--- config.mk ---
export PLATFORM = sky130hd
export DESIGN_NAME = playback_sequencer
export DESIGN_NICKNAME = d
export VERILOG_FILES = /design/src/rtl/pbseq_pkg.sv /design/src/rtl/playback_sequencer.sv
export SDC_FILE = /design/constraint.sdc
export NUM_CORES = 1
export LEC_CHECK = 0
export ABC_AREA = 1
export BUFFER_PORTS_ARGS = -buffer_cell sky130_fd_sc_hd__buf_2
export CAP_MARGIN = 30
export CORE_ASPECT_RATIO = 0.6
export CORE_MARGIN = 5
export CORE_UTILIZATION = 60
export CTS_CLUSTER_DIAMETER = 80
export DETAILED_ROUTE_END_ITERATION = 8
export PLACE_DENSITY_LB_ADDON = 0.3
export SYNTH_ARGS = -nofsm -noshare
export SYNTH_HDL_FRONTEND = slang
export SYNTH_SLANG_ARGS = --single-unit
--- constraint.sdc ---
create_clock -name clk -period 5 [get_ports clk]
set_input_delay 0 -clock clk [delete_from_list [all_inputs] [get_ports clk]]
set_output_delay 0 -clock clk [all_outputs]
set_load 0.01 [all_outputs]
--- src/rtl/pbseq_pkg.sv ---
// shared types, codes and constants of the playback sequencer
package pbseq_pkg;

    localparam int MAX_SONGS    = 64;
    localparam int VOLUME_MAX   = 254;
    localparam int LED_PERIOD   = 50;
    localparam int VOLUME_RESET = 40;

    localparam int OPCODE_W = 2;
    localparam int BUTTON_W = 4;
    localparam int POS_W    = 32;
    localparam int SONG_W   = 6;
    localparam int COUNT_W  = 7;
    localparam int VOL_W    = 8;
    localparam int SKIP_W   = 24;
    localparam int LED_W    = 6;
    localparam int MODE_W   = 2;
    localparam int CFG_IDX_W = 2;

    localparam int IN_DATA_W  = 80;
    localparam int OUT_DATA_W = 56;

    typedef enum logic [2:0] {
        ST_IDLE  = 3'd0,
        ST_PRE   = 3'd1,
        ST_PLAY  = 3'd2,
        ST_PAUSE = 3'd3,
        ST_POST  = 3'd4
    } play_state_t;

    localparam logic [OPCODE_W-1:0] OP_STEP = 2'd0;
    localparam logic [OPCODE_W-1:0] OP_EOD  = 2'd1;
    localparam logic [OPCODE_W-1:0] OP_LED  = 2'd2;

    localparam logic [BUTTON_W-1:0] BTN_NONE      = 4'd0;
    localparam logic [BUTTON_W-1:0] BTN_PP        = 4'd1;
    localparam logic [BUTTON_W-1:0] BTN_PP_LONG   = 4'd2;
    localparam logic [BUTTON_W-1:0] BTN_UP        = 4'd3;
    localparam logic [BUTTON_W-1:0] BTN_DOWN      = 4'd4;
    localparam logic [BUTTON_W-1:0] BTN_NEXT      = 4'd5;
    localparam logic [BUTTON_W-1:0] BTN_PREV      = 4'd6;
    localparam logic [BUTTON_W-1:0] BTN_NEXT_LONG = 4'd7;
    localparam logic [BUTTON_W-1:0] BTN_PREV_LONG = 4'd8;

    localparam logic [MODE_W-1:0] MODE_NORMAL  = 2'd0;
    localparam logic [MODE_W-1:0] MODE_SHUFFLE = 2'd1;
    localparam logic [MODE_W-1:0] MODE_REPEAT  = 2'd2;

    localparam logic [CFG_IDX_W-1:0] REG_PLAY_MODE   = 2'd0;
    localparam logic [CFG_IDX_W-1:0] REG_SONG_COUNT  = 2'd1;
    localparam logic [CFG_IDX_W-1:0] REG_VOLUME_STEP = 2'd2;
    localparam logic [CFG_IDX_W-1:0] REG_SKIP_BYTES  = 2'd3;

endpackage

--- src/rtl/playback_sequencer.sv ---
// playback sequencer top level: event register, state update and result register
//
// Takes one player event per transaction on the s_ side and returns exactly one result
// per event on the m_ side, in order. An event sits in the input register while the
// state-update logic works on it. When the result side has room, the playback state and
// the result register are written together. A new event can be taken every cycle while
// the result side keeps up (one event per cycle sustained). The input register keeps
// accepting while a finished result waits to be taken; only when both the result and
// the input register are full does s_tready drop. Configuration writes are taken on
// the cfg_ channel at any time (cfg_ready is always high) and must only be issued while
// no event is in flight.
module playback_sequencer (
    input  logic                            clk,
    input  logic                            rst_n,
    // configuration write channel
    input  logic                            cfg_valid,
    output logic                            cfg_ready,
    input  logic [pbseq_pkg::CFG_IDX_W-1:0] cfg_index,
    input  logic [pbseq_pkg::SKIP_W-1:0]    cfg_data,
    // event stream
    input  logic                            s_tvalid,
    output logic                            s_tready,
    // button[3:0], open_ok[4], file_position[36:5], file_size[68:37],
    // random_index[74:69], zero fill[79:75]
    input  logic [pbseq_pkg::IN_DATA_W-1:0] s_tdata,
    // opcode[1:0]
    input  logic [pbseq_pkg::OPCODE_W-1:0]  s_tuser,
    // result stream
    output logic                            m_tvalid,
    input  logic                            m_tready,
    // play_state[2:0], song_index[8:3], volume_level[16:9], led_on[17],
    // open_request[18], close_request[19], seek_valid[20], seek_position[52:21],
    // zero fill[55:53]
    output logic [pbseq_pkg::OUT_DATA_W-1:0] m_tdata
);
    import pbseq_pkg::*;

    // configuration registers
    logic [MODE_W-1:0]  play_mode_reg;
    logic [COUNT_W-1:0] song_count_reg;
    logic [VOL_W-1:0]   volume_step_reg;
    logic [SKIP_W-1:0]  skip_bytes_reg;

    // input register
    logic                in_valid_reg;
    logic [OPCODE_W-1:0] in_opcode_reg;
    logic [BUTTON_W-1:0] in_button_reg;
    logic                in_open_ok_reg;
    logic [POS_W-1:0]    in_pos_reg;
    logic [POS_W-1:0]    in_size_reg;
    logic [SONG_W-1:0]   in_rnd_reg;

    // playback state
    play_state_t         state_reg, state_next;
    logic [BUTTON_W-1:0] pend_reg, pend_next;
    logic [SONG_W-1:0]   song_reg, song_next;
    logic [VOL_W-1:0]    vol_reg, vol_next;
    logic [LED_W-1:0]    led_cnt_reg, led_cnt_next;
    logic                led_toggle_reg, led_toggle_next;
    logic                led_reg, led_next;

    // result register
    logic                  out_valid_reg;
    logic [OUT_DATA_W-1:0] out_data_reg;

    logic advance;
    logic fire;

    // per-event combinational results
    logic                open_req, close_req, seek_ok;
    logic [POS_W-1:0]    seek_pos;
    logic [BUTTON_W-1:0] btn;
    logic [COUNT_W-1:0]  eff_n;
    logic [COUNT_W-1:0]  last_idx;
    logic [COUNT_W-1:0]  song_ext;
    logic [COUNT_W-1:0]  song_inc;
    logic [SONG_W-1:0]   next_wrap;
    logic [SONG_W-1:0]   prev_wrap;
    logic [SONG_W-1:0]   rnd_pick;
    logic                at_end;
    logic [VOL_W:0]      vol_sum;
    logic [POS_W:0]      fwd_sum;

    assign cfg_ready = 1'b1;

    // result side frees a slot when empty or taken this cycle
    assign advance  = !out_valid_reg || m_tready;
    assign fire     = in_valid_reg && advance;
    assign s_tready = !in_valid_reg || advance;

    assign m_tvalid = out_valid_reg;
    assign m_tdata  = out_data_reg;

    // configuration writes
    always_ff @(posedge clk or negedge rst_n)
    begin
        if (!rst_n)
        begin
            play_mode_reg   <= MODE_NORMAL;
            song_count_reg  <= '0;
            volume_step_reg <= VOL_W'(1);
            skip_bytes_reg  <= SKIP_W'(65536);
        end
        else if (cfg_valid && cfg_ready)
        begin
            case (cfg_index)
                REG_PLAY_MODE:   play_mode_reg   <= cfg_data[MODE_W-1:0];
                REG_SONG_COUNT:  song_count_reg  <= cfg_data[COUNT_W-1:0];
                REG_VOLUME_STEP: volume_step_reg <= cfg_data[VOL_W-1:0];
                REG_SKIP_BYTES:  skip_bytes_reg  <= cfg_data;
                default:         play_mode_reg   <= play_mode_reg;
            endcase
        end
    end

    // input register: valid bit resets, payload does not
    always_ff @(posedge clk or negedge rst_n)
    begin
        if (!rst_n)
        begin
            in_valid_reg <= 1'b0;
        end
        else if (s_tready)
        begin
            in_valid_reg <= s_tvalid;
        end
    end

    always_ff @(posedge clk)
    begin
        if (s_tvalid && s_tready)
        begin
            in_opcode_reg  <= s_tuser;
            in_button_reg  <= s_tdata[3:0];
            in_open_ok_reg <= s_tdata[4];
            in_pos_reg     <= s_tdata[36:5];
            in_size_reg    <= s_tdata[68:37];
            in_rnd_reg     <= s_tdata[74:69];
        end
    end

    // playlist helpers: out-of-range songs count as the last one
    always_comb
    begin
        eff_n    = (song_count_reg > COUNT_W'(MAX_SONGS)) ? COUNT_W'(MAX_SONGS)
                                                          : song_count_reg;
        last_idx = eff_n - COUNT_W'(1);
        song_ext = {1'b0, song_reg};
        song_inc = song_ext + COUNT_W'(1);
        at_end   = (eff_n == '0) || (song_inc >= eff_n);
        next_wrap = at_end ? '0 : song_inc[SONG_W-1:0];
        if (eff_n == '0)
        begin
            prev_wrap = '0;
        end
        else if ((song_reg == '0) || (song_ext >= eff_n))
        begin
            prev_wrap = last_idx[SONG_W-1:0];
        end
        else
        begin
            prev_wrap = song_reg - SONG_W'(1);
        end
        if (eff_n == '0)
        begin
            rnd_pick = '0;
        end
        else if ({1'b0, in_rnd_reg} >= eff_n)
        begin
            rnd_pick = last_idx[SONG_W-1:0];
        end
        else
        begin
            rnd_pick = in_rnd_reg;
        end
        vol_sum = {1'b0, vol_reg} + {1'b0, volume_step_reg};
        fwd_sum = {1'b0, in_pos_reg} + {{(POS_W+1-SKIP_W){1'b0}}, skip_bytes_reg};
    end

    // event processing
    always_comb
    begin
        state_next      = state_reg;
        pend_next       = pend_reg;
        song_next       = song_reg;
        vol_next        = vol_reg;
        led_cnt_next    = led_cnt_reg;
        led_toggle_next = led_toggle_reg;
        led_next        = led_reg;
        open_req        = 1'b0;
        close_req       = 1'b0;
        seek_ok         = 1'b0;
        seek_pos        = '0;
        // a pressed button replaces the latched one
        btn = ((in_button_reg >= BTN_PP) && (in_button_reg <= BTN_PREV_LONG))
              ? in_button_reg : pend_reg;

        case (in_opcode_reg)
            OP_STEP:
            begin
                pend_next = btn;
                case (state_reg)
                    ST_IDLE:
                    begin
                        if (btn == BTN_PP)
                        begin
                            state_next = ST_PRE;
                            pend_next  = BTN_NONE;
                        end
                        close_req = 1'b1;
                    end
                    ST_PRE:
                    begin
                        if (eff_n == '0)
                        begin
                            state_next = ST_IDLE;
                        end
                        else
                        begin
                            open_req   = 1'b1;
                            close_req  = 1'b1;
                            state_next = in_open_ok_reg ? ST_PLAY : ST_POST;
                        end
                    end
                    ST_PLAY:
                    begin
                        pend_next = BTN_NONE;
                        case (btn)
                            BTN_PP:      state_next = ST_PAUSE;
                            BTN_PP_LONG: state_next = ST_IDLE;
                            BTN_UP:
                            begin
                                vol_next = (vol_sum > (VOL_W+1)'(VOLUME_MAX))
                                           ? VOL_W'(VOLUME_MAX) : vol_sum[VOL_W-1:0];
                            end
                            BTN_DOWN:
                            begin
                                vol_next = (vol_reg < volume_step_reg)
                                           ? '0 : vol_reg - volume_step_reg;
                            end
                            BTN_NEXT, BTN_PREV:
                            begin
                                if (play_mode_reg == MODE_SHUFFLE)
                                begin
                                    song_next = rnd_pick;
                                end
                                else if (btn == BTN_NEXT)
                                begin
                                    song_next = next_wrap;
                                end
                                else
                                begin
                                    song_next = prev_wrap;
                                end
                                close_req  = 1'b1;
                                state_next = ST_PRE;
                            end
                            BTN_NEXT_LONG:
                            begin
                                if (fwd_sum < {1'b0, in_size_reg})
                                begin
                                    seek_ok  = 1'b1;
                                    seek_pos = fwd_sum[POS_W-1:0];
                                end
                            end
                            BTN_PREV_LONG:
                            begin
                                if (in_pos_reg > POS_W'(skip_bytes_reg))
                                begin
                                    seek_ok  = 1'b1;
                                    seek_pos = in_pos_reg - POS_W'(skip_bytes_reg);
                                end
                            end
                            default: pend_next = BTN_NONE;
                        endcase
                    end
                    ST_PAUSE:
                    begin
                        if (btn == BTN_PP)
                        begin
                            state_next = ST_PLAY;
                            pend_next  = BTN_NONE;
                        end
                    end
                    default:
                    begin
                        // post-play: pick what comes after the finished song
                        close_req  = 1'b1;
                        state_next = ST_PRE;
                        if (play_mode_reg == MODE_SHUFFLE)
                        begin
                            song_next = rnd_pick;
                        end
                        else if (play_mode_reg == MODE_NORMAL)
                        begin
                            if (at_end)
                            begin
                                state_next = ST_IDLE;
                            end
                            else
                            begin
                                song_next = song_inc[SONG_W-1:0];
                            end
                        end
                        else if (play_mode_reg == MODE_REPEAT)
                        begin
                            song_next = next_wrap;
                        end
                    end
                endcase
            end
            OP_EOD:
            begin
                if (state_reg == ST_PLAY)
                begin
                    state_next = ST_POST;
                end
            end
            OP_LED:
            begin
                if (state_reg == ST_PAUSE)
                begin
                    led_next = 1'b1;
                end
                else if (state_reg == ST_IDLE)
                begin
                    led_next = 1'b0;
                end
                else if (led_cnt_reg <= LED_W'(1))
                begin
                    led_cnt_next    = LED_W'(LED_PERIOD);
                    led_next        = led_toggle_reg;
                    led_toggle_next = !led_toggle_reg;
                end
                else
                begin
                    led_cnt_next = led_cnt_reg - LED_W'(1);
                end
            end
            default:
            begin
                led_next = led_reg;
            end
        endcase
    end

    // playback state registers
    always_ff @(posedge clk or negedge rst_n)
    begin
        if (!rst_n)
        begin
            state_reg      <= ST_PRE;
            pend_reg       <= BTN_NONE;
            song_reg       <= '0;
            vol_reg        <= VOL_W'(VOLUME_RESET);
            led_cnt_reg    <= LED_W'(LED_PERIOD);
            led_toggle_reg <= 1'b1;
            led_reg        <= 1'b0;
        end
        else if (fire)
        begin
            state_reg      <= state_next;
            pend_reg       <= pend_next;
            song_reg       <= song_next;
            vol_reg        <= vol_next;
            led_cnt_reg    <= led_cnt_next;
            led_toggle_reg <= led_toggle_next;
            led_reg        <= led_next;
        end
    end

    // result register
    always_ff @(posedge clk or negedge rst_n)
    begin
        if (!rst_n)
        begin
            out_valid_reg <= 1'b0;
        end
        else if (advance)
        begin
            out_valid_reg <= in_valid_reg;
        end
    end

    always_ff @(posedge clk)
    begin
        if (fire)
        begin
            out_data_reg <= {3'b000, seek_pos, seek_ok, close_req, open_req, led_next,
                             vol_next, song_next, state_next};
        end
    end

endmodule

## Yosys cells after proc, flatten, opt, wreduce, memory -nomap -nowiden

Index checks and enable logic that the tools add are counted.

- Reduce and logical (&&, ||, !) cells: 28
- Muxes and demuxes: 48
- Add/sub/neg operators: 8
- Bitwise gates (word level): 2
- Eq/ne operators: 18
- Order comparisons: 11

Operators by type and width:

| cell | number |
|---|---|
| 6-bit 2-to-1 mux | 14 |
| 32-bit 2-to-1 mux | 2 |
| 32-bit one-hot mux with 2 select lines | 1 |
| 32-bit by 24-bit adder with 33-bit output | 1 |
| 33-bit by 32-bit < comparator with 1-bit output | 1 |
| 32-bit by 24-bit greater-than comparator with 1-bit output | 1 |
| 8-bit 2-to-1 mux | 4 |
| 32-bit by 24-bit subtractor with 32-bit output | 1 |
| 6-bit by 1-bit subtractor with 6-bit output (second input constant) | 3 |
| 4-bit by 3-bit equality test with 1-bit output (second input constant) | 4 |
| 8-bit one-hot mux with 2 select lines | 1 |
| 3-bit 2-to-1 mux | 5 |
| 6-bit by 7-bit >= comparator with 1-bit output | 2 |
| 2-bit AND reduction | 7 |
| 3-bit one-hot mux with 4 select lines | 1 |
| 6-bit one-hot mux with 2 select lines | 1 |
| 1-bit 2-to-1 mux | 11 |
| 8-bit by 8-bit adder with 9-bit output | 1 |
| 9-bit by 8-bit greater-than comparator with 1-bit output (second input constant) | 1 |
| 3-bit one-hot mux with 3 select lines | 1 |
| 2-bit equality test (second input constant) | 4 |
| 4-bit by 2-bit equality test with 1-bit output (second input constant) | 2 |
| 8-bit < comparator | 1 |
| 4-bit 2-to-1 mux | 2 |
| 29 further kinds | 43 |

- Bits in registers: 202
- Input bits: 113
- Word-level logic and storage cells: 138

## Longest topological paths before layout

- Depth after elaboration: 11
- Mapped depth: 29
- Depth with buffers taken out: 28

## Worst setup path after synthesis

Ideal clock, no wire load.

- Kind: reg-to-reg
- From: reg skip_bytes_reg[0]
- To: reg out_data_reg[24], in the netlist m_tdata[24], data pin
- Setup time: 147 ps
- Buffers on the path: 1
- Period minus slack after synthesis: 3437 ps
- Slack: 1563 ps
- Arrival time: 3291 ps
- Cell stages (with the launch flop): 28
- Cell sequence: dfrtp_1 ha_1 inv_1 fa_1 nand3b_1 nand2_2 nand2_1 nand2_2 nand3_1 nand2_1 nand3_2 nand3_4 xor2_2 ha_1 nand2_1 inv_1 nand3_1 inv_1 a21oi_1 nand2_1 nand2_1 nand2_1 nand2_1 nand2_1 nand2_1 clkbuf_1 nand4_1 a21oi_1

- Cells in the longest elaborated chain, start to end: 4
- Elaborated cells on any way between the ends: 7

Ends and longest elaborated chain:

| what | line | RTL |
|---|---|---|
| from (decl) | playback_sequencer.sv:42 | `logic [SKIP_W-1:0] skip_bytes_reg;` |
| from (signal assigned) | playback_sequencer.sv:110 | `REG_SKIP_BYTES: skip_bytes_reg <= cfg_data;` |
| 32-bit by 24-bit adder with 33-bit output | playback_sequencer.sv:177 | `fwd_sum = {1'b0, in_pos_reg} + {{(POS_W+1-SKIP_W){1'b0}}, skip_bytes_reg};` |
| 33-bit by 32-bit < comparator with 1-bit output | playback_sequencer.sv:260 | `if (fwd_sum < {1'b0, in_size_reg})` |
| 32-bit 2-to-1 mux | playback_sequencer.sv:260 |  |
| 32-bit one-hot mux with 2 select lines (*) | playback_sequencer.sv:228 | `case (btn)` |
| to (signal assigned) | playback_sequencer.sv:389 | `out_data_reg <= {3'b000, seek_pos, seek_ok, close_req, open_req, led_next,` |
| to (decl) | playback_sequencer.sv:64 | `logic [OUT_DATA_W-1:0] out_data_reg;` |

Mark *: on every way between the ends. The rest lies on a longest branch, timed or not.
A chain may end at the register's enable or synchronous reset.

## Worst setup path in the final report

- From: reg skip_bytes_reg[0]
- To: reg out_data_reg[42], in the netlist m_tdata[42], data pin

The elaborated chain is that of the path after synthesis.

==> run metrics <==
Die Height=131 um; Syn Inst Count=1847; clock transition at the registers of the reported paths=0.07 ns; clock sinks=202; final period demand of the worst path=4.85 ns; filler instances=1858; clock latency on the worst-skew pair=0.53 ns; gp weighted congestion=1.02; drt pass-1 iters=7; number of global-route vias before repair=13.5k; Ports=172; synth top area cells=edfxtp_1, nand2_1, dfrtp_1; dpl ws=0.525 ns; internal reg-to-reg setup slack=0.15 ns; CP Capture Type=flop; multi-input logic area=0.00772 mm^2; Vias=14.3k; FMAX=206 MHz; average wire per cell in the routed design=20.2 um; crit path max fanout=32; HP Start=s_tdata[1]; Synth Area in Compound Gates=12.5%; GRT Util Overall=34.4%; Slew Viols, Final=0; share of cells above drive strength 1=14.6%; setup_tns=0 ns; skew final=0.0163 ns; largest family of logic cells by synthesized area=simple AND/OR/NAND/NOR gates; Max IR drop VDD=402 uV; commonest non-fill, non-tap cells in the layout=nand2_1, inv_1, buf_2, nor2_1, a21oi_1; Seq/Total Area, Yosys=38.8%; Yosys reg bits=202; FFs w/ async S/R, synth=35.6%; CTS root buf=clkbuf_16; Synth area leader=edfxtp_1; Final Cell Area=0.0176 mm^2; initial detailed-routing violation count=1909; DRT antenna net count=0; post-synthesis cell type count=67; initial antenna violation count=1; core area=0.0242 mm^2; Final WS setup=0.152 ns; Non-Filler Instances=2444; Pleak=0.00837 uW; Worst setup SP type=flop; Primary FF master, synth=edfxtp_1; RR Endpoint=m_tdata[42]$_SDFFCE_PN0P_; status=complete, no violations; Starting Density=61.0%; CP Class=reg -> reg; mux contribution to synthesized area=0%; Seq. cell area=0.00572 mm^2; Vias/cell=5.84; relative slew slack=33.0%; CTS Buf Count=22; largest net degree at the start of global routing=67; # port buffers=162; number of remaining DRC errors=0; nets=2343; Hold Path Class=in -> reg; Cell Pwr Density=429 mW/mm^2; Die X=212 um; Largest register FFs=53; Worst EP required=5.27 ns; Post-Route WL=49400 um; total gr overflow=0; most common cell after layout, fill and taps aside=nand2_1; measured slew at the worst slew-check pin=1.00 ns; number of synthesized flops with an enable pin=130; Cells after DPL=2289; Yosys top cell area share=26.5%; die area=0.0279 mm^2; final setup fails=0; Ys Warns=0; final-report hold violation count=0; CTS H-tree lvls=1; final worst-path cycle share=97.0%; simple-gate share of the synthesized area=25.2%; worst-case clock buffer depth=3; area growth from synthesis to layout=19.4%; mapped cell area=0.0147 mm^2; Fin Hold WS=0.182 ns; TritonCTS clock tree=yes; post-detail-place hpwl=35600 um; hold depth=2; row cnt=44; worst r2r src=skip_bytes_reg[0]$_DFFE_PN0P_; Max-cap violations=0; first-pass GRT wire length=75900 um; placed inst area=0.0157 mm^2; xor and xnor fraction of the mapped netlist area=3.73%; RSZ-0062 raised after global routing=false; Worst EP arrival=5.12 ns; r2r worst-path depth=25; Min-Delay Endpoint=in_button_reg[1]$_DFFE_PP_; synthesized area per cell=7.98 um^2; Synth Area in Adders=10.8%
==> critical path: stages (launching register included) <==
cell and delay (ns):
dfrtp_1 0.40, ha_1 0.20, inv_1 0.06, fa_1 0.41, nand3b_1 0.19, nand2_2 0.14, nand2_1 0.08, nand2_2 0.11
nand3_1 0.08, nand2_1 0.18, nand3_2 0.12, nand3_4 0.15, xor2_2 0.29, ha_1 0.31, a21oi_1 0.16, o21ai_0 0.21
a21oi_1 0.22, nand2_1 0.23, nand2_1 0.11, nand2_1 0.06, nand2_1 0.06, nand2_1 0.04, nand2_1 0.10, buf_12 0.20
nand4_1 0.10, a21oi_1 0.36
==> synth_stat cells (3+ instances only) <==
cell type and instances:
nand2_1 438, inv_1 231, nor2_1 148, a21oi_1 144, edfxtp_1 130, ha_1 121, nand3_1 114, o21ai_0 75
dfrtp_1 63, nand4_1 60, xor2_1 56, inv_2 25, nor3_1 21, o21ai_1 19, buf_2 17, nand2_2 12
clkbuf_1 11, buf_6 10, buf_4 9, dfstp_2 9, o21bai_1 9, a21oi_2 8, o211ai_1 8, a21o_1 6
a31oi_1 6, nor2_2 6, o21a_1 6, o21ai_2 6, nor2_4 5, o22ai_1 5, a21oi_4 4, fa_1 4
nand3_4 4, nand3b_1 4, clkinv_1 3, nand2_4 3, nor3_2 3, nor4_1 3, xnor2_1 3
==> report_power, final <==
group | switching, uW | internal (uW)
Sequential | 251 | 2110
Clock | 712 | 940
Combinational | 2390 | 1160
==> routing by layer <==
metal / GRT usage (%) / part of all wire (%) / routed length (um)
met1: 53.1 / 44 / 21800
met2: 46.4 / 40 / 19700
met3: 12.7 / 14 / 6920
met4: 6.93 / 2.0 / 993
met5: 0 / 0 / 0
==> worst max path at each step <==
stage                                        from  slack [ns]                   endpoint  cells past startpoint
floorplan           skip_bytes_reg[0]$_DFFE_PN0P_        1.56  m_tdata[24]$_SDFFCE_PN0P_                     27
global placement    skip_bytes_reg[0]$_DFFE_PN0P_        0.57  m_tdata[42]$_SDFFCE_PN0P_                     25
detailed placement  skip_bytes_reg[0]$_DFFE_PN0P_        0.53  m_tdata[42]$_SDFFCE_PN0P_                     27
CTS                 skip_bytes_reg[0]$_DFFE_PN0P_        0.48  m_tdata[42]$_SDFFCE_PN0P_                     25
global route        skip_bytes_reg[0]$_DFFE_PN0P_        0.02  m_tdata[42]$_SDFFCE_PN0P_                     27
finish              skip_bytes_reg[0]$_DFFE_PN0P_        0.15  m_tdata[42]$_SDFFCE_PN0P_                     25
==> layout make-up <==
| cell class | instances | share of cell area, % |
|---|---|---|
| Timing Repair Buffer | 282 | 11.6 |
| Inverter | 262 | 5.66 |
| Antenna cell | 1 | 0.0142 |
| Sequential cell | 202 | 32.5 |
| Clock buffer | 27 | 3.53 |
| Multi-Input combinational cell | 1335 | 43.8 |
| Tap cell | 322 | 2.29 |
| Clock inverter | 13 | 0.554 |
==> cell families (layout without fill, tap and decap cells) <==
logic type,count (synthesis),count (layout)
compound gates,314,314
buf+inv,312,584
simple gates,831,831
other cells,2,5
xor+xnor,61,61
fa+ha+maj,125,125
flops,202,202
==> what timing repair did <==
action | CTS | global route
gates resized for setup | 0 | 0
hold endpoints to repair | 184 | 0
buffers inserted | 0 | 0
hold buffers | 111 | 0
==> through the flow <==
step	power [uW]	utilization (%)
4_1_cts	7370	72.6
5_1_grt	8020	72.8
2_1_floorplan	4690	-
6_report	7560	72.8
3_5_place_dp	5650	65.0
3_3_place_gp	5570	65.0
Note: power is estimated with default switching activity, not from simulation.
